--- src/rtl/core/tcrmac_pkg.sv ---
package tcrmac_pkg;

	localparam int TICK_BITS = 20;
	localparam int SID_BITS  = 8;

	localparam logic [TICK_BITS-1:0] TICK_MAX = '1;
	localparam logic [3:0]           PLY_MAX  = 4'd15;

	// Waiting states, also reported as control_state
	typedef enum logic [3:0] {
		ST_NPACKET  = 4'd0,
		ST_TRANSMIT = 4'd1,
		ST_BUSY     = 4'd2,
		ST_XDONE    = 4'd3,
		ST_COLL     = 4'd4,
		ST_ENDJAM   = 4'd5,
		ST_NEWSLOT  = 4'd6,
		ST_ENDSLOT  = 4'd7,
		ST_EOT      = 4'd8
	} state_t;

	typedef enum logic [2:0] {
		CMD_NONE         = 3'd0,
		CMD_START        = 3'd1,
		CMD_ABORT_JAM    = 3'd2,
		CMD_STOP_JAM     = 3'd3,
		CMD_STOP_RELEASE = 3'd4
	} cmd_t;

	typedef enum logic [2:0] {
		EV_TICK      = 3'd0,
		EV_ARRIVAL   = 3'd1,
		EV_ACTIVITY  = 3'd2,
		EV_COLLISION = 3'd3,
		EV_BUS_EOP   = 3'd4,
		EV_TX_DONE   = 3'd5
	} event_t;

	typedef enum logic [2:0] {
		REG_STATION_ID = 3'd0,
		REG_SLOT       = 3'd1,
		REG_GUARD      = 3'd2,
		REG_PSPACE     = 3'd3,
		REG_JAM        = 3'd4
	} reg_idx_t;

endpackage

--- src/rtl/core/tree_collision_resolution_mac_unit.sv ---
// Bus station transmitter with tree-tournament collision resolution. Each input word is one
// bus event (tuser) or a timer tick, with the packet-queued flag in tdata; each gives exactly
// one output word: the bus command issued and the station status after the event. One word
// is taken per clock while the output is not stalled; a word passes through the input register
// and then the result register, which holds its result until it is taken. The single state
// update between those registers sets the rate. Configuration writes are always accepted and
// must be issued while no word is in flight.
module tree_collision_resolution_mac_unit
	import tcrmac_pkg::*;
#(
	parameter int ID_BITS    = 8,
	parameter int COUNT_BITS = 16
) (
	input  logic        clk,
	input  logic        arst_n,
	input  logic        s_axis_tvalid,
	output logic        s_axis_tready,
	input  logic [7:0]  s_axis_tdata,   // [0] packet_available, [7:1] zero
	input  logic [2:0]  s_axis_tuser,   // [2:0] mode
	output logic        m_axis_tvalid,
	input  logic        m_axis_tready,
	// [2:0] command, [3] is_transmitting, [4] in_tournament, [8:5] control_state, [15:9] zero
	output logic [15:0] m_axis_tdata,
	input  logic        cfg_valid,
	output logic        cfg_ready,
	input  logic [2:0]  cfg_index,
	input  logic [19:0] cfg_data
);

	localparam logic [COUNT_BITS-1:0] CNT_MAX = '1;
	localparam logic [COUNT_BITS-1:0] CNT_ONE = COUNT_BITS'(1);
	localparam logic [4:0]            ID_LIM  = 5'(ID_BITS);

	// configuration
	logic [SID_BITS-1:0]  station_id_q;
	logic [TICK_BITS-1:0] slot_q, guard_q, pspace_q, jam_q;

	// input stage
	logic       vld_s1;
	logic [2:0] mode_s1;
	logic       pkt_s1;

	// control state
	state_t               phase_q, target_q;
	logic                 tx_q, comp_q, tour_q, armed_q;
	logic [3:0]           ply_q;
	logic [COUNT_BITS-1:0] delay_q, defer_q;
	logic [TICK_BITS-1:0] timer_q;

	// result stage
	logic   vld_s2;
	cmd_t   cmd_s2;
	logic   tx_s2, tour_s2;
	state_t phase_s2;

	// next state
	state_t               nxt_phase, nxt_target, ent_st;
	logic                 nxt_tx, nxt_comp, nxt_tour, nxt_armed, do_enter, go_newslot;
	logic [3:0]           nxt_ply;
	logic [COUNT_BITS-1:0] nxt_delay, nxt_defer;
	logic [TICK_BITS-1:0] nxt_timer;
	cmd_t                 nxt_cmd;
	logic [TICK_BITS:0]   jam_slot;
	logic                 adv, loser;

	assign adv           = vld_s1 && (!vld_s2 || m_axis_tready);
	assign s_axis_tready = !vld_s1 || adv;
	assign cfg_ready     = 1'b1;
	assign m_axis_tvalid = vld_s2;
	assign m_axis_tdata  = {7'd0, phase_s2, tour_s2, tx_s2, cmd_s2};
	assign jam_slot      = {1'b0, jam_q} + {1'b0, slot_q};

	// pick the state that this event wakes
	always_comb begin
		do_enter = 1'b0;
		ent_st   = ST_NPACKET;
		unique case (mode_s1)
			EV_TICK: begin
				if (armed_q && timer_q <= TICK_BITS'(1)) begin
					do_enter = 1'b1;
					ent_st   = (target_q == ST_NPACKET && pkt_s1) ? ST_TRANSMIT : target_q;
				end
			end
			EV_ARRIVAL: begin
				if (phase_q == ST_NPACKET) begin
					do_enter = 1'b1;
					ent_st   = pkt_s1 ? ST_TRANSMIT : ST_NPACKET;
				end
			end
			EV_ACTIVITY: begin
				if (phase_q == ST_NPACKET ||
				    (phase_q == ST_NEWSLOT && !(comp_q && delay_q == '0))) begin
					do_enter = 1'b1;
					ent_st   = ST_BUSY;
				end
			end
			EV_COLLISION: begin
				if (phase_q == ST_TRANSMIT || phase_q == ST_BUSY) begin
					do_enter = 1'b1;
					ent_st   = ST_COLL;
				end
			end
			EV_BUS_EOP: begin
				if (phase_q == ST_BUSY) begin
					do_enter = 1'b1;
					ent_st   = ST_EOT;
				end
			end
			EV_TX_DONE: begin
				if (phase_q == ST_TRANSMIT) begin
					do_enter = 1'b1;
					ent_st   = ST_XDONE;
				end
			end
			default: ;
		endcase
	end

	always_comb begin
		nxt_phase  = phase_q;
		nxt_target = target_q;
		nxt_tx     = tx_q;
		nxt_comp   = comp_q;
		nxt_tour   = tour_q;
		nxt_armed  = armed_q;
		nxt_ply    = ply_q;
		nxt_delay  = delay_q;
		nxt_defer  = defer_q;
		nxt_timer  = timer_q;
		nxt_cmd    = CMD_NONE;
		go_newslot = 1'b0;
		loser      = 1'b0;

		if (mode_s1 == EV_TICK && armed_q && timer_q > TICK_BITS'(1))
			nxt_timer = timer_q - TICK_BITS'(1);

		if (do_enter) begin
			nxt_armed = 1'b0;
			nxt_timer = '0;
			unique case (ent_st)
				ST_NPACKET: nxt_phase = ST_NPACKET;
				ST_TRANSMIT: begin
					nxt_tx    = 1'b1;
					nxt_comp  = 1'b1;
					nxt_cmd   = CMD_START;
					nxt_phase = ST_TRANSMIT;
				end
				ST_BUSY: nxt_phase = ST_BUSY;
				ST_COLL: begin
					if (!tour_q) begin
						nxt_ply   = '0;
						nxt_delay = '0;
						nxt_defer = CNT_ONE;
						nxt_tour  = 1'b1;
					end
					if (nxt_defer != CNT_MAX)
						nxt_defer = nxt_defer + CNT_ONE;
					nxt_phase = ST_COLL;
					loser = ({1'b0, nxt_ply} < ID_LIM) && !nxt_ply[3] &&
					        station_id_q[nxt_ply[2:0]];
					if (comp_q && tx_q) begin
						if (loser)
							nxt_delay = CNT_ONE;
						if (nxt_ply != PLY_MAX)
							nxt_ply = nxt_ply + 4'd1;
						nxt_tx     = 1'b0;
						nxt_cmd    = CMD_ABORT_JAM;
						nxt_armed  = 1'b1;
						nxt_timer  = jam_q;
						nxt_target = ST_ENDJAM;
					end else begin
						if (comp_q && nxt_delay != CNT_MAX)
							nxt_delay = nxt_delay + CNT_ONE;
						nxt_armed  = 1'b1;
						nxt_timer  = jam_slot[TICK_BITS] ? TICK_MAX : jam_slot[TICK_BITS-1:0];
						nxt_target = ST_NEWSLOT;
					end
				end
				ST_ENDJAM: begin
					nxt_cmd    = CMD_STOP_JAM;
					nxt_armed  = 1'b1;
					nxt_timer  = slot_q;
					nxt_target = ST_NEWSLOT;
					nxt_phase  = ST_ENDJAM;
				end
				ST_NEWSLOT: go_newslot = 1'b1;
				ST_ENDSLOT: begin
					if (defer_q <= CNT_ONE) begin
						nxt_defer  = '0;
						nxt_tour   = 1'b0;
						nxt_armed  = 1'b1;
						nxt_timer  = guard_q;
						nxt_target = ST_NPACKET;
						nxt_phase  = ST_ENDSLOT;
					end else begin
						nxt_defer = defer_q - CNT_ONE;
						if (comp_q && delay_q != '0)
							nxt_delay = delay_q - CNT_ONE;
						go_newslot = 1'b1;
					end
				end
				default: begin
					// own transmit done releases the bus; it and a bus end of packet then wait out the packet space
					if (ent_st == ST_XDONE) begin
						nxt_cmd  = CMD_STOP_RELEASE;
						nxt_tx   = 1'b0;
						nxt_comp = 1'b0;
					end
					nxt_armed  = 1'b1;
					nxt_timer  = pspace_q;
					nxt_target = tour_q ? ST_ENDSLOT : ST_NPACKET;
					nxt_phase  = ST_EOT;
				end
			endcase

			if (go_newslot) begin
				nxt_armed = 1'b1;
				if (nxt_comp && nxt_delay == '0) begin
					nxt_timer  = guard_q;
					nxt_target = ST_TRANSMIT;
				end else begin
					nxt_timer  = slot_q;
					nxt_target = ST_ENDSLOT;
				end
				nxt_phase = ST_NEWSLOT;
			end
		end
	end

	always_ff @(posedge clk or negedge arst_n) begin
		if (!arst_n) begin
			station_id_q <= '0;
			slot_q       <= TICK_BITS'(64);
			guard_q      <= TICK_BITS'(1);
			pspace_q     <= TICK_BITS'(12);
			jam_q        <= TICK_BITS'(4);
		end else if (cfg_valid && cfg_ready) begin
			unique case (cfg_index)
				REG_STATION_ID: station_id_q <= cfg_data[SID_BITS-1:0];
				REG_SLOT:       slot_q       <= cfg_data;
				REG_GUARD:      guard_q      <= cfg_data;
				REG_PSPACE:     pspace_q     <= cfg_data;
				REG_JAM:        jam_q        <= cfg_data;
				default: ;
			endcase
		end
	end

	always_ff @(posedge clk or negedge arst_n) begin
		if (!arst_n) begin
			vld_s1 <= 1'b0;
		end else if (s_axis_tvalid && s_axis_tready) begin
			vld_s1 <= 1'b1;
		end else if (adv) begin
			vld_s1 <= 1'b0;
		end
	end

	always_ff @(posedge clk) begin
		if (s_axis_tvalid && s_axis_tready) begin
			mode_s1 <= s_axis_tuser;
			pkt_s1  <= s_axis_tdata[0];
		end
	end

	always_ff @(posedge clk or negedge arst_n) begin
		if (!arst_n) begin
			phase_q  <= ST_NPACKET;
			target_q <= ST_NPACKET;
			tx_q     <= 1'b0;
			comp_q   <= 1'b0;
			tour_q   <= 1'b0;
			armed_q  <= 1'b0;
			ply_q    <= '0;
			delay_q  <= '0;
			defer_q  <= '0;
			timer_q  <= '0;
		end else if (adv) begin
			phase_q  <= nxt_phase;
			target_q <= nxt_target;
			tx_q     <= nxt_tx;
			comp_q   <= nxt_comp;
			tour_q   <= nxt_tour;
			armed_q  <= nxt_armed;
			ply_q    <= nxt_ply;
			delay_q  <= nxt_delay;
			defer_q  <= nxt_defer;
			timer_q  <= nxt_timer;
		end
	end

	always_ff @(posedge clk or negedge arst_n) begin
		if (!arst_n) begin
			vld_s2 <= 1'b0;
		end else if (adv) begin
			vld_s2 <= 1'b1;
		end else if (m_axis_tready) begin
			vld_s2 <= 1'b0;
		end
	end

	// hold the result word until it is taken
	always_ff @(posedge clk) begin
		if (adv) begin
			cmd_s2   <= nxt_cmd;
			tx_s2    <= nxt_tx;
			tour_s2  <= nxt_tour;
			phase_s2 <= nxt_phase;
		end
	end

endmodule

--- config.mk ---
export PLATFORM = sky130hd
export DESIGN_NAME = tree_collision_resolution_mac_unit
export DESIGN_NICKNAME = d
export VERILOG_FILES = /design/src/rtl/core/tcrmac_pkg.sv /design/src/rtl/core/tree_collision_resolution_mac_unit.sv
export SDC_FILE = /design/constraint.sdc
export NUM_CORES = 1
export LEC_CHECK = 0
export ABC_AREA = 1
export BUFFER_PORTS_ARGS = -buffer_cell sky130_fd_sc_hd__buf_2
export CAP_MARGIN = 0
export CORE_MARGIN = 2
export CORE_UTILIZATION = 55
export CTS_BUF_LIST = sky130_fd_sc_hd__clkbuf_8
export CTS_CLUSTER_SIZE = 12
export DETAILED_ROUTE_END_ITERATION = 10
export PLACE_DENSITY = 0.73
export SKIP_CTS_REPAIR_TIMING = 1
export SYNTH_ARGS = -nofsm -noshare
export SYNTH_HDL_FRONTEND = slang
export SYNTH_SLANG_ARGS = --single-unit
--- constraint.sdc ---
create_clock -name clk -period 8.3 [get_ports clk]
set_clock_uncertainty 0.15 [all_clocks]
set_input_delay 2.075 -clock clk [delete_from_list [all_inputs] [get_ports clk]]
set_output_delay 2.075 -clock clk [all_outputs]
set_load 0.05 [all_outputs]
==> results.md <==
* Flops & latches, synth at 170
* Worst hold path cell count at 2
* Number of remaining DRC errors at 0
* Initial antenna violation count at 0
* Crit path required time at 8.52 ns
* Final hold viol count at 0
* DR iter-0 viols at 975
* Status: complete, no violations
* Ports at 58
* Via density per instance at 5.73
* Share of the synthesized area in the top cell type at 31.0%
* Filler instances at 2167
* CTS tree: built
* Critical path class: flop to flop
* RD Place Congestion at 0.971
* Synth unique cells at 51
* Startpoint types: flop
* First-pass GRT wire length at 57.5 mm
* CP max-delay cell: nand4_1
* Post-synth top area cell: dfrtp_1
* Pwr Density at 244 mW/mm2
* Synth Instances at 1811
* Warnings, synthesis at 0
* Overall Global Routing Usage at 30.2%
* Largest net degree at the start of global routing at 63
* Worst hold-check path type: flop to flop
* Sequential fraction of the synthesis area at 35.2%
* Most used cell, CP: nand2_1
* CP bufs+invs at 2
* Final global-route overflow total at 0
* Synth cell count leaders: 556 x nand2_1, 177 x o21ai_0, 161 x nand3_1, 157 x inv_1, 157 x nor2_1
* Clock sinks at 170
* IO buf count at 42
* RSZ-0062 raised after global routing: false
* Slew Viols, Final at 0
* Synth async-reset ratio at 92.4%
* Worst setup EP type: flop
* DRT Pass-1 Iters at 8
* Clk slew on worst S/H paths at 0.10 ns
* Mean Syn Cell Area at 6.78 um2
* Delay-heaviest family, CP: simple AND/OR/NAND/NOR gates
* Post-synth EDFFs at 13
* Layout cells sized above 1 at 7.89%
* Die ar. at 0.0235 mm2
* Routed WL per cell at 16.6 um
* Fin util at 59.2%
* Setup TNS at 0 ns
* Crit-path max cell delay at 0.97 ns
* Chip Width at 153 um
* Vias in the first global route at 11500
* Core area at 0.0219 mm2
* Dpl hpwl at 24.2 mm
* Die height at 153 um
* FF/Latch Area at 0.00433 mm2
* Post-layout min period at 5.56 ns
* Starting density of the core at 56.1%
* Cells after DPL at 2072
* Final wirelength at 34.9 mm
* Fin cells at 2104
* CTS max path bufs at 2
* Num rows at 54
* Pleak at 6.19 nW
* Finish-stage setup viols at 0
* Antenna-violating nets left at 0
* Most used DFF post-synth: dfrtp_1
* Multi-input logic area at 0.00694 mm2
* Nets at 1880
* Synth area leaders: dfrtp_1 31%, nand2_1 17%, o21ai_0 7.2%, nand3_1 6.6%, inv_1 4.8%
* Max frequency at 180 MHz
* Crit path depth at 16
* CP arrival at 5.78 ns
* Num CTS Buffers at 17
* Crit Path Max Fanout at 29
* MaxCap Viol Count at 0
* Worst slew pin tran at 1.20 ns
* Area Growth Syn to Fin at 5.56%
* Worst vdd ir at 0.133 mV
* CTS root buffer: clkbuf_8
* R2R cell count at 16
* Rel. slew slack at 20.1%
* Mapped cell area at 0.0123 mm2
* Most common cell in the netlist: nand2_1
* Post-Place Setup Slack at 2.88 ns
* Htree depth at 4
* N_diodes at 0
* Cells along the critical path: nand2_1, inv_1, buf_4, nand4_1, nand3b_1, nand2_1, nand3_1, nand2_1, nor2_1, nand2_1, nor2_1, nand4_1, nand3_1, nand3_1, nand2_1, nand2_1
* Via count at 12100
* Tcrit/Tclk final at 66.9%
* Worst-skew pair later-pin latency at 0.49 ns
* Final WS setup at 2.74 ns
worst min-delay path: stages (launching register included):
cell     delay, ns
dfrtp_1       0.35
nand2_1       0.06
o21ai_0       0.06
path summary, 6_finish.rpt:
path                              start      endpoint  slack [ns]
setup / recovery                 comp_q    timer_q[7]        2.74
hold / removal             pspace_q[10]  pspace_q[10]        0.35
setup reg to reg                 comp_q    timer_q[7]        2.74
hold reg to reg            pspace_q[10]  pspace_q[10]        0.35
max in group asynchronous        arst_n   timer_q[10]        5.52
min in group asynchronous        arst_n    defer_q[6]        1.41
metal layers:
layer  part of all wire (%)  track usage (%)  wire length, um  vias to the layer above
met5                      0                0                0                        -
met4                    3.1             11.5             1070                        0
met3                    7.7             6.46             2690                       77
met2                     48             50.9            16700                      475
met1                     41             38.3            14400                     5566
li1                       -                -                -                     5943
where the power goes:
part           total (mW)  internal, mW  switching (mW)
clock network       0.597         0.238           0.359
logic                1.36         0.448           0.915
registers            1.21          1.02           0.184
cell type report:
class	instances	share of cell area [%]
timing repair buffer	58	2.60
sequential	170	33.4
clock buffer	19	2.02
tap	280	2.70
clock inverter	13	0.966
inverter	164	4.77
multi-input combinational	1400	53.6
per-stage QoR:
step	hold slack (ns)	power (mW)	instance area (um2)
CTS	0.351	3.16	13000
floorplan	0.298	2.24	12300
global placement	0.318	2.53	12600
detailed placement	0.327	2.56	12600
finish	0.349	3.17	13000
global route	0.366	3.42	13000
placed cells by master (no fill, tap or decap), types with 2 or more instances in the layout:
cell and n:
nor2_4 6, a21o_1 2, inv_2 5, inv_6 6
a21oi_1 57, dfstp_2 5, nor3_1 22, a31oi_1 10
nand2_2 10, nor2_2 10, or2_2 5, xnor2_1 19
nand3b_1 7, nor3b_1 2, nor3_2 3, o21ai_1 6
nand2_1 556, clkbuf_8 19, dfrtp_1 152, inv_1 157
o21ai_0 177, nand3_1 161, o22ai_1 15, buf_4 16
a21boi_0 2, edfxtp_1 13, conb_1 8, xor2_1 41
nor2_1 154, nand4_1 50, o211ai_1 10, clkinv_4 2
nor4_1 7, o21bai_1 4, buf_2 41, a211oi_1 11
ha_1 29, inv_8 3, nand2_4 4
state kept, by name (all words and copies together), names as in the netlist, 3 cells and up:
name and flops:
cmd_s2 3, guard_q 20, station_id_q 8, delay_q 16, slot_q 20, mode_s1 3
phase_q 4, ply_q 4, target_q 3, defer_q 16, pspace_q 20, jam_q 20
phase_s2 4, timer_q 20
kinds of logic after synthesis:
kind of cell,count (synthesis),share of synthesized area (%)
buffers and inverters,247,8.52
AO/OA/AOI/OAI,300,13.2
AND/OR/NAND/NOR,1002,35.5
XOR/XNOR,60,4.28
flip-flops,170,35.2
other,2,0.0612
adder cells (fa/ha/maj),30,3.12
Power figures use the tool's default switching activity.
